<file path="config.mk">
export PLATFORM = sky130hd
export DESIGN_NAME = char_lcd_nibble_writer_top
export DESIGN_NICKNAME = d
export VERILOG_FILES = /design/src/rtl/core/clnw_pkg.sv /design/src/rtl/core/clnw_front.sv /design/src/rtl/core/clnw_queue.sv /design/src/rtl/core/clnw_back.sv /design/src/rtl/core/char_lcd_nibble_writer_top.sv
export SDC_FILE = /design/constraint.sdc
export NUM_CORES = 1
export LEC_CHECK = 0
export BUFFER_PORTS_ARGS = -buffer_cell sky130_fd_sc_hd__buf_2
export CORE_MARGIN = 3
export CORE_UTILIZATION = 40
export CTS_CLUSTER_DIAMETER = 60
export DETAILED_ROUTE_END_ITERATION = 16
export GPL_TIMING_DRIVEN = 1
export HOLD_SLACK_MARGIN = 0.03
export SETUP_SLACK_MARGIN = 0.4
export SLEW_MARGIN = 10
export SYNTH_ARGS = -nofsm -noshare
export SYNTH_HDL_FRONTEND = slang
export SYNTH_SLANG_ARGS = --single-unit
</file>
<file path="constraint.sdc">
create_clock -name clk -period 3.8 [get_ports clk]
set_clock_uncertainty 0.15 [all_clocks]
set_input_delay 0.38 -clock clk [delete_from_list [all_inputs] [get_ports clk]]
set_output_delay 0.38 -clock clk [all_outputs]
set_load 0.01 [all_outputs]
</file>
<file path="src/rtl/core/clnw_pkg.sv">
// ============================================================================
// clnw_pkg - shared types and constants for the character LCD nibble writer
// Payload structs, decoded request type, command codes and init sequence.
// ============================================================================
`timescale 1ns / 1ps
`default_nettype none

package clnw_pkg;

    // input item as seen on the request channel
    typedef struct packed {
        logic [1:0] command;
        logic [7:0] value;
        logic       row_select;
        logic [3:0] column;
    } in_t;

    // result item as seen on the result channel
    typedef struct packed {
        logic [3:0] data_nibble;
        logic       reg_select;
        logic       enable_pin;
        logic       ready_res;
        logic       dropped;
    } out_t;

    // decoded request between front and back
    typedef struct packed {
        logic       has_req;
        logic       rs;
        logic [7:0] data;
    } req_t;

    // command codes
    localparam logic [1:0] CMD_TICK  = 2'd0;
    localparam logic [1:0] CMD_WRCMD = 2'd1;
    localparam logic [1:0] CMD_WRCHR = 2'd2;
    localparam logic [1:0] CMD_GOTO  = 2'd3;

    // register select values
    localparam logic RS_CMD  = 1'b0;
    localparam logic RS_CHAR = 1'b1;

    // line base addresses
    localparam logic [7:0] LINE1_BASE = 8'h80;
    localparam logic [7:0] LINE2_BASE = 8'hC0;

    // delay widths and reset values
    localparam int          DELAY_W       = 20;
    localparam logic [15:0] TPM_RESET     = 16'd1000;
    localparam int          POWERUP_MS    = 15;
    localparam logic [DELAY_W-1:0] DELAY_POWERUP = DELAY_W'(POWERUP_MS * 1000);

    // init sequence
    localparam logic [2:0] INIT_COUNT = 3'd6;
    localparam logic [7:0] INIT_RETURN_HOME = 8'h02;
    localparam logic [7:0] INIT_FUNC_SET    = 8'h28;
    localparam logic [7:0] INIT_CLEAR       = 8'h01;
    localparam logic [7:0] INIT_DISP_ON     = 8'h0C;
    localparam logic [7:0] INIT_SHIFT       = 8'h14;
    localparam logic [7:0] INIT_ENTRY_MODE  = 8'h06;

    // queue depth
    localparam int QDEPTH = 2;

    function automatic logic [7:0] init_byte(input logic [2:0] idx);
        logic [7:0] b;
        unique case (idx)
            3'd0:    b = INIT_RETURN_HOME;
            3'd1:    b = INIT_FUNC_SET;
            3'd2:    b = INIT_CLEAR;
            3'd3:    b = INIT_DISP_ON;
            3'd4:    b = INIT_SHIFT;
            3'd5:    b = INIT_ENTRY_MODE;
            default: b = 8'h00;
        endcase
        return b;
    endfunction

endpackage

`default_nettype wire

</file>
<file path="src/rtl/core/clnw_front.sv">
// ============================================================================
// clnw_front - request classifier
// Decodes an incoming request into the byte to send and its register select.
// ============================================================================
`timescale 1ns / 1ps
`default_nettype none

module clnw_front (
    input  wire clnw_pkg::in_t  item,
    output clnw_pkg::req_t      req
);
    import clnw_pkg::*;

    // pick the byte and register select for each request type
    always_comb
    begin
        req.has_req = 1'b1;
        req.rs      = RS_CMD;
        req.data    = item.value;
        unique case (item.command)
            CMD_TICK:
            begin
                req.has_req = 1'b0;
            end
            CMD_WRCMD:
            begin
                req.rs = RS_CMD;
            end
            CMD_WRCHR:
            begin
                req.rs = RS_CHAR;
            end
            CMD_GOTO:
            begin
                req.data = (item.row_select ? LINE1_BASE : LINE2_BASE)
                           | {4'h0, item.column};
            end
            default:
            begin
                req.has_req = 1'b0;
            end
        endcase
    end

endmodule

`default_nettype wire

</file>
<file path="src/rtl/core/clnw_queue.sv">
// ============================================================================
// clnw_queue - short request queue
// Two-entry queue between the classifier and the sequencer.
// ============================================================================
`timescale 1ns / 1ps
`default_nettype none

module clnw_queue (
    input  wire                 clk,
    input  wire                 rst_n,
    input  wire                 push_valid,
    output logic                push_stall,
    input  wire clnw_pkg::req_t push_data,
    output logic                pop_valid,
    input  wire                 pop_stall,
    output clnw_pkg::req_t      pop_data
);
    import clnw_pkg::*;

    localparam int PTR_W = $clog2(QDEPTH);
    localparam int CNT_W = $clog2(QDEPTH + 1);

    req_t             mem_reg [QDEPTH];
    logic [PTR_W-1:0] wr_ptr_reg, wr_ptr_next;
    logic [PTR_W-1:0] rd_ptr_reg, rd_ptr_next;
    logic [CNT_W-1:0] count_reg, count_next;
    logic             push_fire, pop_fire;

    // handshake
    assign push_stall = (count_reg == CNT_W'(QDEPTH));
    assign pop_valid  = (count_reg != '0);
    assign pop_data   = mem_reg[rd_ptr_reg];
    assign push_fire  = push_valid && !push_stall;
    assign pop_fire   = pop_valid && !pop_stall;

    // pointer and count update
    always_comb
    begin
        wr_ptr_next = wr_ptr_reg;
        rd_ptr_next = rd_ptr_reg;
        count_next  = count_reg;
        if (push_fire)
        begin
            wr_ptr_next = (wr_ptr_reg == PTR_W'(QDEPTH - 1)) ? '0 : wr_ptr_reg + 1'b1;
        end
        if (pop_fire)
        begin
            rd_ptr_next = (rd_ptr_reg == PTR_W'(QDEPTH - 1)) ? '0 : rd_ptr_reg + 1'b1;
        end
        if (push_fire && !pop_fire)
        begin
            count_next = count_reg + 1'b1;
        end
        else if (pop_fire && !push_fire)
        begin
            count_next = count_reg - 1'b1;
        end
    end

    // control registers
    always_ff @(posedge clk or negedge rst_n)
    begin
        if (!rst_n)
        begin
            wr_ptr_reg <= '0;
            rd_ptr_reg <= '0;
            count_reg  <= '0;
        end
        else
        begin
            wr_ptr_reg <= wr_ptr_next;
            rd_ptr_reg <= rd_ptr_next;
            count_reg  <= count_next;
        end
    end

    // storage
    always_ff @(posedge clk)
    begin
        if (push_fire)
        begin
            mem_reg[wr_ptr_reg] <= push_data;
        end
    end

endmodule

`default_nettype wire

</file>
<file path="src/rtl/core/clnw_back.sv">
// ============================================================================
// clnw_back - LCD sequencer
// Runs power-up wait, init sequence and byte transfers, one tick per item.
// ============================================================================
`timescale 1ns / 1ps
`default_nettype none

module clnw_back (
    input  wire                 clk,
    input  wire                 rst_n,
    input  wire                 cfg_we,
    input  wire [15:0]          cfg_data,
    input  wire                 req_valid,
    output logic                req_stall,
    input  wire clnw_pkg::req_t req,
    output logic                res_valid,
    input  wire                 res_stall,
    output clnw_pkg::out_t      res
);
    import clnw_pkg::*;

    typedef enum logic [1:0] {
        PH_POWERUP,
        PH_IDLE,
        PH_HI_WAIT,
        PH_LO_WAIT
    } phase_t;

    phase_t             phase_reg, phase_next;
    logic [DELAY_W-1:0] delay_reg, delay_next;
    logic [7:0]         byte_reg, byte_next;
    logic               rs_latch_reg, rs_latch_next;
    logic [2:0]         init_step_reg, init_step_next;
    logic [3:0]         nibble_reg, nibble_next;
    logic               rs_out_reg, rs_out_next;
    logic               en_reg, en_next;
    logic [15:0]        tpm_reg;
    logic               res_valid_reg, res_valid_next;
    out_t               res_reg, res_next;
    logic               step;
    logic               drop;
    logic [DELAY_W-1:0] delay_1ms, delay_3ms;

    // a tick is taken whenever the result register can hold its result
    assign req_stall = res_valid_reg && res_stall;
    assign step      = req_valid && !req_stall;
    assign res_valid = res_valid_reg;
    assign res       = res_reg;

    // delay loads from the current tick rate
    assign delay_1ms = {4'h0, tpm_reg};
    assign delay_3ms = {3'b000, tpm_reg, 1'b0} + {4'h0, tpm_reg};

    // sequencer next state
    always_comb
    begin
        phase_next     = phase_reg;
        delay_next     = delay_reg;
        byte_next      = byte_reg;
        rs_latch_next  = rs_latch_reg;
        init_step_next = init_step_reg;
        nibble_next    = nibble_reg;
        rs_out_next    = rs_out_reg;
        en_next        = en_reg;
        drop           = 1'b0;

        if (phase_reg == PH_IDLE)
        begin
            en_next = 1'b0;
            if (req.has_req)
            begin
                byte_next     = req.data;
                rs_latch_next = req.rs;
                nibble_next   = req.data[7:4];
                rs_out_next   = req.rs;
                en_next       = 1'b1;
                phase_next    = PH_HI_WAIT;
                delay_next    = delay_1ms;
            end
        end
        else
        begin
            drop = req.has_req;
            priority if (delay_reg != '0)
            begin
                en_next    = 1'b0;
                delay_next = delay_reg - 1'b1;
            end
            else if (phase_reg == PH_HI_WAIT)
            begin
                nibble_next = byte_reg[3:0];
                rs_out_next = rs_latch_reg;
                en_next     = 1'b1;
                phase_next  = PH_LO_WAIT;
                delay_next  = delay_3ms;
            end
            else if (init_step_reg < INIT_COUNT)
            begin
                byte_next      = init_byte(init_step_reg);
                rs_latch_next  = RS_CMD;
                nibble_next    = byte_next[7:4];
                rs_out_next    = RS_CMD;
                en_next        = 1'b1;
                phase_next     = PH_HI_WAIT;
                delay_next     = delay_1ms;
                init_step_next = init_step_reg + 1'b1;
            end
            else
            begin
                en_next    = 1'b0;
                phase_next = PH_IDLE;
            end
        end

        res_next.data_nibble = nibble_next;
        res_next.reg_select  = rs_out_next;
        res_next.enable_pin  = en_next;
        res_next.ready_res   = (phase_next == PH_IDLE);
        res_next.dropped     = drop;
    end

    // result register valid
    always_comb
    begin
        res_valid_next = res_valid_reg;
        if (step)
        begin
            res_valid_next = 1'b1;
        end
        else if (!res_stall)
        begin
            res_valid_next = 1'b0;
        end
    end

    // state and configuration registers
    always_ff @(posedge clk or negedge rst_n)
    begin
        if (!rst_n)
        begin
            phase_reg     <= PH_POWERUP;
            delay_reg     <= DELAY_POWERUP;
            byte_reg      <= '0;
            rs_latch_reg  <= 1'b0;
            init_step_reg <= '0;
            nibble_reg    <= '0;
            rs_out_reg    <= 1'b0;
            en_reg        <= 1'b0;
            tpm_reg       <= TPM_RESET;
            res_valid_reg <= 1'b0;
        end
        else
        begin
            if (cfg_we)
            begin
                tpm_reg <= cfg_data;
            end
            if (step)
            begin
                phase_reg     <= phase_next;
                delay_reg     <= delay_next;
                byte_reg      <= byte_next;
                rs_latch_reg  <= rs_latch_next;
                init_step_reg <= init_step_next;
                nibble_reg    <= nibble_next;
                rs_out_reg    <= rs_out_next;
                en_reg        <= en_next;
            end
            res_valid_reg <= res_valid_next;
        end
    end

    // result payload
    always_ff @(posedge clk)
    begin
        if (step)
        begin
            res_reg <= res_next;
        end
    end

endmodule

`default_nettype wire

</file>
<file path="src/rtl/core/char_lcd_nibble_writer_top.sv">
// ============================================================================
// char_lcd_nibble_writer_top - character LCD writer on a 4-bit bus
// Classifier, request queue and sequencer for a character display.
// ============================================================================
// Usage:
//   in_valid/in_stall/in_data carry one item per tick: a plain tick, a
//   command byte, a character byte, or a go-to-position request.
//   out_valid/out_stall/out_data return one result per item: the data
//   nibble, register select and enable lines after that tick, the ready
//   flag and a dropped flag for requests that came in while busy.
//   cfg_we/cfg_data write ticks_per_ms; write it only while idle.
// Timing:
//   an item is classified and written into the queue on its transfer edge;
//   the sequencer then takes it from the queue and registers its result,
//   which is offered from then on. One item per cycle is sustained while
//   out_stall is low; the sequencer step plus the result register set it.
// Reset:
//   the sequencer starts in the 15 ms power-up wait and then sends the six
//   init bytes; ticks_per_ms returns to 1000.
// Stall:
//   a stalled result holds, the sequencer halts, and the two-entry queue
//   fills before in_stall is raised.
// ============================================================================
`timescale 1ns / 1ps
`default_nettype none

module char_lcd_nibble_writer_top (
    input  wire                clk,
    input  wire                rst_n,
    input  wire                cfg_we,
    input  wire [15:0]         cfg_data,
    input  wire                in_valid,
    output logic               in_stall,
    input  wire clnw_pkg::in_t in_data,
    output logic               out_valid,
    input  wire                out_stall,
    output clnw_pkg::out_t     out_data
);
    import clnw_pkg::*;

    req_t dec_req;
    req_t q_req;
    logic q_valid;
    logic q_stall;

    // classify incoming requests
    clnw_front u_front (
        .item (in_data),
        .req  (dec_req)
    );

    // queue between classifier and sequencer
    clnw_queue u_queue (
        .clk        (clk),
        .rst_n      (rst_n),
        .push_valid (in_valid),
        .push_stall (in_stall),
        .push_data  (dec_req),
        .pop_valid  (q_valid),
        .pop_stall  (q_stall),
        .pop_data   (q_req)
    );

    // sequencer and result register
    clnw_back u_back (
        .clk       (clk),
        .rst_n     (rst_n),
        .cfg_we    (cfg_we),
        .cfg_data  (cfg_data),
        .req_valid (q_valid),
        .req_stall (q_stall),
        .req       (q_req),
        .res_valid (out_valid),
        .res_stall (out_stall),
        .res       (out_data)
    );

endmodule

`default_nettype wire

</file>
Yosys cells after proc, flatten, opt, wreduce, memory -nomap -nowiden
Memory sizes are Yosys's and may differ from the RTL's.
Cells that the tools add are included.
{"block": "totals", "regBits": 64, "in_bits": 36, "mem_bits_rw": 20, "mem_count": 1, "wordCells": 112}
{"name": "u_queue.mem_reg", "words": 2, "word_bits": 10, "read_ports": 1, "rd_ports_with_merged_regs": 0, "wr": 1, "line_no": "clnw_queue.sv:23", "source": "req_t mem_reg [QDEPTH];"}
{"block": "classes", "n_eq_ne": 15, "mux": 48, "bitwise_logic": 4, "reduce_logical": 19, "n_addsub": 7, "order_cmp": 1}
{"operator": "2-to-1 mux 20 bit", "n": 5}
{"operator": "2-to-1 mux 4 bit", "n": 10}
{"operator": "case mux 6 bit (6 select lines)", "n": 1}
{"operator": "2-to-1 mux 1 bit", "n": 23}
{"operator": "nonzero test 20 bit", "n": 1}
{"operator": "subtractor 20 x 1 -> 20 bit (second input constant)", "n": 1}
{"operator": "adder 17 x 16 -> 18 bit", "n": 1}
{"operator": "2-to-1 mux 2 bit", "n": 7}
{"operator": "AND reduction 5 bit", "n": 2}
{"operator": "equality test 2 bit (second input constant)", "n": 4}
{"operator": "2-to-1 mux 8 bit", "n": 1}
{"operator": "!= test 2 x 1 -> 1 bit (second input constant)", "n": 4}
{"operator": "bitwise OR 8 x 4 -> 8 bit", "n": 1}
{"operator": "2-to-1 mux 7 bit", "n": 1}
{"operator": "equality test 3 x 2 -> 1 bit (second input constant)", "n": 2}
{"operator": "equality test 3 bit (second input constant)", "n": 2}
{"operator": "nonzero test 2 bit", "n": 3}
{"operator": "logical AND 1 bit", "n": 5}
{"operator": "equality test 2 x 1 -> 1 bit (second input constant)", "n": 2}
{"operator": "logical NOT 1 bit", "n": 4}
{"operator": "nonzero test 4 bit", "n": 1}
{"operator": "adder 3 x 1 -> 3 bit (second input constant)", "n": 1}
{"operator": "equality test 3 x 1 -> 1 bit (second input constant)", "n": 1}
{"operator": "logical NOT 3 bit", "n": 1}
{"operator": "other kinds (7)", "n": 10}

Logic depth before layout (Yosys ltp)
Gate-level depths: netlist of the first run.
{"block": "depth", "depth_word": 7, "mapped_depth": 10, "ltp_nobuf": 8}

By module
A second synthesis of the first run with hierarchy kept.
{"block": "hier_totals", "cells_unflattened": 538, "hier_area_um2": 5347.6}
{"mod": "clnw_back", "seq_area_each_um2": 1557.7, "n_inst": 1, "cells_each": 476, "area_each_um2": 4299.1}
{"mod": "clnw_queue", "seq_area_each_um2": 700.7, "n_inst": 1, "cells_each": 50, "area_each_um2": 925.9}
{"mod": "clnw_front", "seq_area_each_um2": 0.0, "n_inst": 1, "cells_each": 12, "area_each_um2": 122.6}

Worst setup path before layout of the first run
OpenSTA, ideal clock, no wires.
{"block": "synth_path", "path_type": "reg-to-reg", "from": "register u_back.delay_reg[0]", "to": "register u_back.nibble_reg[3]", "arrival_ns": 2.525, "setup_time_ns": 0.121, "setup_slack_ns": 1.004, "stages_incl_launch_ff": 11, "t_required_ns": 3.529, "path_cell_list": "dfrtp_1 inv_1 ha_1 or4b_1 or4_4 buf_6 buf_12 o31a_1 a311oi_2 a31oi_1 o22a_1"}
{"block": "synth_via", "elab_chain_cells": 3}
{"item": "start, declared", "line_no": "clnw_back.sv:30", "source": "logic [DELAY_W-1:0] delay_reg, delay_next;"}
{"item": "start signal, assigned", "line_no": "clnw_back.sv:161", "source": "delay_reg <= delay_next;"}
{"item": "nonzero test 20 bit", "line_no": "clnw_back.sv:84", "source": "priority if (delay_reg != '0)"}
{"item": "2-to-1 mux 4 bit", "line_no": "clnw_back.sv:84"}
{"item": "2-to-1 mux 4 bit", "line_no": "clnw_back.sv:67", "source": "if (phase_reg == PH_IDLE)"}
{"item": "end signal, assigned", "line_no": "clnw_back.sv:165", "source": "nibble_reg <= nibble_next;"}
{"item": "end, declared", "line_no": "clnw_back.sv:34", "source": "logic [3:0] nibble_reg, nibble_next;"}
No other way between the ends.
A chain may end at the register's enable or synchronous reset.

Final worst setup path of the first run
{"block": "layout_path", "from": "register u_back.delay_reg[0]", "to": "register u_back.delay_reg[6]"}
{"block": "layout_via", "elab_chain_cells": 3, "word_cells_on_any_way": 6, "cone_classes": "add/sub: 1; mux: 2; reduce/logical: 3"}
{"item": "subtractor 20 x 1 -> 20 bit or nonzero test 20 bit (tied branches)", "line_no": "clnw_back.sv:87, clnw_back.sv:84"}
{"item": "2-to-1 mux 20 bit or nonzero test 4 bit (tied branches)"}
{"item": "2-to-1 mux 20 bit or AND reduction 3 bit (tied branches)"}
Parallel ways exist; a longest one is shown, timed or not.

==> summary.txt, run 1 <==
Setup path
  – Logic depth of the worst register-to-register path: 9
  – CP endpoint kind: register
  – Delay-heaviest family, CP: simple AND/OR/NAND/NOR gates
  – CP max stage delay: 590 ps
  – Critical Path Fanout Max: 15
  – Crit path arrival time: 3250 ps
  – Reg2reg setup slack: 630 ps
  – CP bufs+invs: 2
  – Slowest-stage cell, CP: or4_4
  – Critical-path cell list: inv_1 -> ha_1 -> or4b_1 -> or4_4 -> o31ai_4 -> buf_4 -> a21oi_1 -> o21ai_0 -> o31ai_1
  – WS Path Type: register to register
  – RR Startpoint: u_back.delay_reg[0]
  – Worst r2r dst: u_back.delay_reg[6]
  – Worst EP required: 3880 ps
  – CP Launch Type: register

Global routing
  – Initial antenna violation count: 0
  – Largest net degree at the start of global routing: 35
  – GRT Util Overall: 20.45%
  – Vias in the first global route: 4643
  – First-pass GRT wire length: 23.98 mm
  – Grt ovf: 0

Clocking
  – Resize count post-CTS: 0
  – Worst-path clk slew: 70 ps
  – Clock buffer depth: 2
  – # hold bufs at CTS: 1
  – Post-CTS Repair Setup Buffers: 0
  – Clk sink count: 84
  – Skew-Pair Late Insertion Delay: 350 ps
  – Total CTS buffers: 9
  – CTS tree: done
  – CTS root buf: clkbuf_16
  – H-tree depth: 3

Die
  – Core area: 13300 um^2
  – Io pins: 46
  – Die X: 123.0 um
  – Initial Util: 41.18%
  – Die area: 15130 um^2
  – Site Rows: 42
  – DIE HEIGHT: 123.0 um

Yosys
  – Sequential-to-total area share from yosys stat: 41.25%
  – Post-synthesis compound-gate area fraction: 22.19%
  – Syn Inst Count: 579
  – Dominant synthesized flop cell: dfrtp_1
  – Yosys reg bits: 84
  – Distinct cell type count after synthesis: 73
  – Post-synthesis mux area share: 6.741%
  – Largest family of logic cells by synthesized area: compound AO/OA/AOI/OAI gates
  – Simple-gate portion of the synthesized area: 16.89%
  – Number of synthesis warnings: 0
  – Post-synth EDFFs: 28
  – Post-synth ARST share: 66.67%
  – Synthesized Nets: 640
  – XOR/XNOR Fraction of Synth Area: 2.879%
  – Mean Syn Cell Area: 9.456 um^2
  – Post-Synth Adder-Cell Area: 5.850%
  – Mapped cell area: 5475 um^2

Timing
  – Hold Violations, Final: 0
  – F_max: 0.3155 GHz
  – Clock period minus worst slack: 3169 ps
  – Final Worst Setup Slack: 630.8 ps
  – Worst-Margin Slew: 1069 ps
  – Setup TNS: 0 ps
  – Endpoints failing setup: 0
  – Final worst path period share: 83.40%
  – Rel. slew slack: 28.76%
  – RSZ-0062 raised after global routing: false
  – Minimum hold slack: 84.25 ps
  – Slew Viols, Final: 0

Finish
  – Design area: 6207 um^2
  – Non-Filler Instances: 805
  – Synthesis-to-finish area growth: 13.37%
  – ANT cells: 0
  – Share of cells above drive strength 1: 20.67%
  – Fin util: 46.69%
  – Fill cells: 1311
  – Final net count: 685

Power and ir drop
  – Flop pwr share: 37.4%
  – Overall power: 3.670 mW
  – PwrDens: 591.3 nW/um^2
  – Clock power share: 24.8%
  – Net Switching: 1.399 mW
  – Net Sw Frac: 38.11%
  – Worst vdd ir: 225.9 uV
  – Leakage power: 2.466 nW
  – Pint: 2.272 mW
  – Logic pwr share: 37.9%

Place
  – Placed instance count: 788
  – GPL Wtd Cong: 0.9733
  – Dpl cell area: 5897 um^2
  – DP Wirelength: 10.81 mm
  – IO buf count: 45
  – Pre-CTS setup slack: 690.8 ps

Outcome
  – Status: finished, final reports clean

Detailed routing
  – Drt pass-1 iters: 5
  – DRC viols: 0
  – Post-route ant nets: 0
  – Drt wl/cell: 18.53 um
  – Final WL: 14.91 mm
  – Routed vias: 4725
  – Initial drt markers: 309
  – Vias/cell: 5.870

Hold path
  – Worst Hold Depth: 3
  – HP Start: cfg_data[14]
  – HP Class: input port to register
  – Hold EP: u_back.tpm_reg[14]

Run
  – Max-Cap Viols: 0
[layout make-up]
| cell class | count | area, um^2 | area share, % |
|---|---|---|---|
| clock buffer | 10 | 229.0 | 3.689 |
| tap | 176 | 220.2 | 3.548 |
| multi-input combinational | 446 | 2987 | 48.12 |
| sequential | 84 | 2258 | 36.38 |
| timing repair buffer | 64 | 370.4 | 5.967 |
| clock inverter | 6 | 71.32 | 1.149 |
| inverter | 19 | 71.32 | 1.149 |
[cells in the final DEF (no fill, tap or decap), drive strengths merged, types with 13 or more instances in the layout]
cell,n
edfxtp,28
inv,20
o21ai,48
ha,24
nor2,45
dfstp,13
a21oi,44
nand3,15
nor3,17
nand2,53
mux2,23
buf,63
dfrtp,43
xnor2,15
[cells in the mapped netlist (5+ instances only)]
| master | number | area [um^2] |
|---|---|---|
| nand2_1 | 53 | 198.9 |
| nor2_1 | 45 | 168.9 |
| a21oi_1 | 44 | 220.2 |
| o21ai_0 | 44 | 220.2 |
| dfrtp_1 | 43 | 1076 |
| edfxtp_1 | 28 | 840.8 |
| ha_1 | 24 | 300.3 |
| mux2_2 | 23 | 259.0 |
| clkbuf_1 | 21 | 78.83 |
| inv_1 | 18 | 67.56 |
| nor3_1 | 16 | 80.08 |
| nand3_1 | 15 | 75.07 |
| xnor2_1 | 15 | 131.4 |
| dfstp_2 | 13 | 341.6 |
| mux2i_1 | 11 | 110.1 |
| a211oi_1 | 9 | 67.56 |
| nor4_1 | 9 | 56.30 |
| o211ai_1 | 8 | 60.06 |
| a31oi_1 | 7 | 43.79 |
| and2_1 | 7 | 43.79 |
| a21o_1 | 6 | 45.04 |
| nand2b_1 | 6 | 37.54 |
| nor2b_1 | 6 | 37.54 |
| o22ai_1 | 6 | 37.54 |
| o2bb2ai_1 | 6 | 52.55 |
| o31ai_1 | 6 | 45.04 |
| a22oi_1 | 5 | 37.54 |
[per-layer routing]
layer	global-route usage, %	vias up	share of wire, %
li1	-	2266	-
met1	28.67	2275	46
met2	31.19	158	45
met3	4.026	26	6.8
met4	8.097	0	2.5
met5	0	-	0
[power by group through the flow]
stage | logic [mW] | registers [mW] | clock network (mW)
2_1_floorplan | 1.03 | 1.35 | 0
3_3_place_gp | 1.35 | 1.38 | 0
3_5_place_dp | 1.37 | 1.39 | 0
4_1_cts | 1.38 | 1.37 | 0.926
5_1_grt | 1.54 | 1.41 | 0.960
6_report | 1.39 | 1.37 | 0.910
[logic make-up (layout without fill, tap and decap cells)]
kind of cell | after synthesis | after routing
simple gates | 186 | 186
fa+ha+maj | 25 | 25
flops | 84 | 84
xor+xnor | 18 | 18
buf+inv | 49 | 99
compound gates | 183 | 183
mux | 34 | 34
[worst max-delay path by stage]
stage	start	cells past startpoint	slack, ps	to
5_1_grt	u_back.delay_reg[0]	9	550	u_back.delay_reg[5]
3_3_place_gp	u_back.delay_reg[0]	9	790	u_back.delay_reg[6]
6_report	u_back.delay_reg[0]	9	630	u_back.delay_reg[6]
3_5_place_dp	u_back.delay_reg[0]	9	690	u_back.delay_reg[6]
4_1_cts	u_back.delay_reg[0]	9	670	u_back.delay_reg[6]
2_1_floorplan	u_back.delay_reg[0]	10	1000	u_back.nibble_reg[3]
[tightest hold or removal path: cells and delay by family]
family / cells / cell delay [ps]
buf+inv: 1 / 70
simple gates: 1 / 30
compound gates: 1 / 60
Power figures use the tool's default switching activity.
==> run 2: changes to the inputs <==
clock period = 3.15 ns   (was 3.8 ns; I/O delays follow)
==> summary.txt, run 2 (same netlist as run 1, synthesis figures left out) <==
Die
  – Io pins: 46
  – Die area: 15130 um^2
  – Site Rows: 42
  – Core area: 13300 um^2
  – Die X: 123.0 um
  – Initial Util: 41.18%
  – DIE HEIGHT: 123.0 um

Setup path
  – Critical-path cell list: or4_4 -> or4_4 -> buf_8 -> o31ai_4 -> buf_6 -> a21oi_2 -> o22ai_2 -> o211ai_1
  – Reg2reg setup slack: 400 ps
  – Crit path arrival time: 2870 ps
  – Slowest-stage cell, CP: or4_4
  – Critical Path Fanout Max: 6
  – CP Launch Type: register
  – Most prevalent standard cell on the critical path: or4_4
  – CP endpoint kind: register
  – CP max stage delay: 580 ps
  – Worst EP required: 3270 ps
  – WS Path Type: register to register
  – Logic depth of the worst register-to-register path: 8

Hold path
  – HP Class: input port to register
  – Worst Hold Depth: 2

Finish
  – ANT cells: 0
  – Final net count: 717
  – Synthesis-to-finish area growth: 21.32%
  – Design area: 6643 um^2
  – Share of cells above drive strength 1: 27.69%
  – Fin util: 49.96%
  – Commonest non-fill, non-tap cells in the layout: 52 x nand2_1, 45 x buf_2, 44 x nor2_1
  – Commonest non-fill, non-tap cell in the layout: nand2_1

Place
  – Dpl cell area: 5983 um^2
  – DP Wirelength: 10.84 mm
  – IO buf count: 45
  – GPL Wtd Cong: 0.9359
  – Pre-CTS setup slack: 232.7 ps

Timing
  – Rel. slew slack: 45.06%
  – Hold Violations, Final: 0
  – F_max: 0.3639 GHz
  – Endpoints failing setup: 0
  – Setup TNS: 0 ps
  – RSZ-0062 raised after global routing: true
  – Clock period minus worst slack: 2748 ps
  – Final Worst Setup Slack: 402.1 ps
  – Final worst path period share: 87.24%
  – Worst-Margin Slew: 821.0 ps
  – Slew Viols, Final: 0

Clocking
  – CTS tree: done
  – Worst-path clk slew: 70 ps
  – Clock buffer depth: 2
  – Total CTS buffers: 9
  – Clk sink count: 84
  – CTS root buf: clkbuf_16
  – H-tree depth: 3
  – Skew-Pair Late Insertion Delay: 350 ps

Detailed routing
  – Post-route ant nets: 0
  – Drt wl/cell: 17.90 um
  – DRC viols: 0
  – Initial drt markers: 317
  – Vias/cell: 5.771
  – Routed vias: 4830
  – Final WL: 14.99 mm
  – Drt pass-1 iters: 5

Power and ir drop
  – Leakage power: 2.663 nW
  – Worst vdd ir: 294.8 uV
  – Overall power: 4.656 mW
  – PwrDens: 701.0 nW/um^2

Global routing
  – Initial antenna violation count: 0
  – Vias in the first global route: 4569
  – First-pass GRT wire length: 23.99 mm
  – GRT Util Overall: 20.52%
  – Largest net degree at the start of global routing: 28
  – Grt ovf: 0

Outcome
  – Status: finished, final reports clean

Run
  – Max-Cap Viols: 0
## run 2: cell types whose count changed in the layout (fill, tap and decap cells not counted), sizes merged
| cell | previous run | this run |
|---|---|---|
| dlygate4sd3 | 1 | 4 |
| buf | 63 | 92 |
| clkbuf | 10 | 11 |
| bufinv | 1 | 0 |
## run 2: critical path, delay by kind of cell (launching register included)
family | cells | cell delay [ps]
buf+inv | 2 | 330
compound gates | 4 | 650
flops | 1 | 380
simple gates | 2 | 1150
## run 2: routing by layer
metal	vias up	wire, um	GRT usage (%)
met1	2330	7087	29.37
met4	0	309	8.581
met3	21	928	4.071
li1	2323	-	-
met2	156	6661	30.34
met5	-	0	0
## run 2: timing repair
item | in CTS | in global routing
hold buffers | 4 | 0
pin swaps | 13 | 14
gates cloned | 1 | 0
gates resized for setup | 19 | 28
endpoints found under the setup margin | 23 | 35
buffers inserted | 16 | 1
hold endpoints to repair | 17 | 0
## run 2: area by class of cell
| type | count | area (um^2) |
|---|---|---|
| sequential | 84 | 2258 |
| inverter | 19 | 71.32 |
| multi-input combinational | 446 | 3141 |
| fill | 1258 | 6653 |
| tap | 176 | 220.2 |
| timing repair buffer | 96 | 656.9 |
| clock buffer | 11 | 254.0 |
| clock inverter | 5 | 41.29 |
## run 2: metrics by stage
step / hold WS, ps / std cells
after detailed placement: 225.9 / 799
after global placement: 222.2 / 799
after floorplan: -130.6 / 579
after global routing: 30.01 / 837
after CTS: 30.86 / 836
final: 37.62 / 837
## run 2: report_power, final
group | internal, mW | switching (mW)
Combinational | 0.856 | 1.08
Clock | 0.590 | 0.466
Sequential | 1.44 | 0.220
## run 2: final timing paths
check | start | to
setup / recovery | u_back.delay_reg[9] | u_back.delay_reg[12]
hold / removal | cfg_data[13] | u_back.tpm_reg[13]
setup reg to reg | u_back.delay_reg[9] | u_back.delay_reg[12]
hold reg to reg | u_back.res_valid | u_back.res_valid
max in group asynchronous | rst_n | u_back.delay_reg[3]
min in group asynchronous | rst_n | u_back.delay_reg[8]
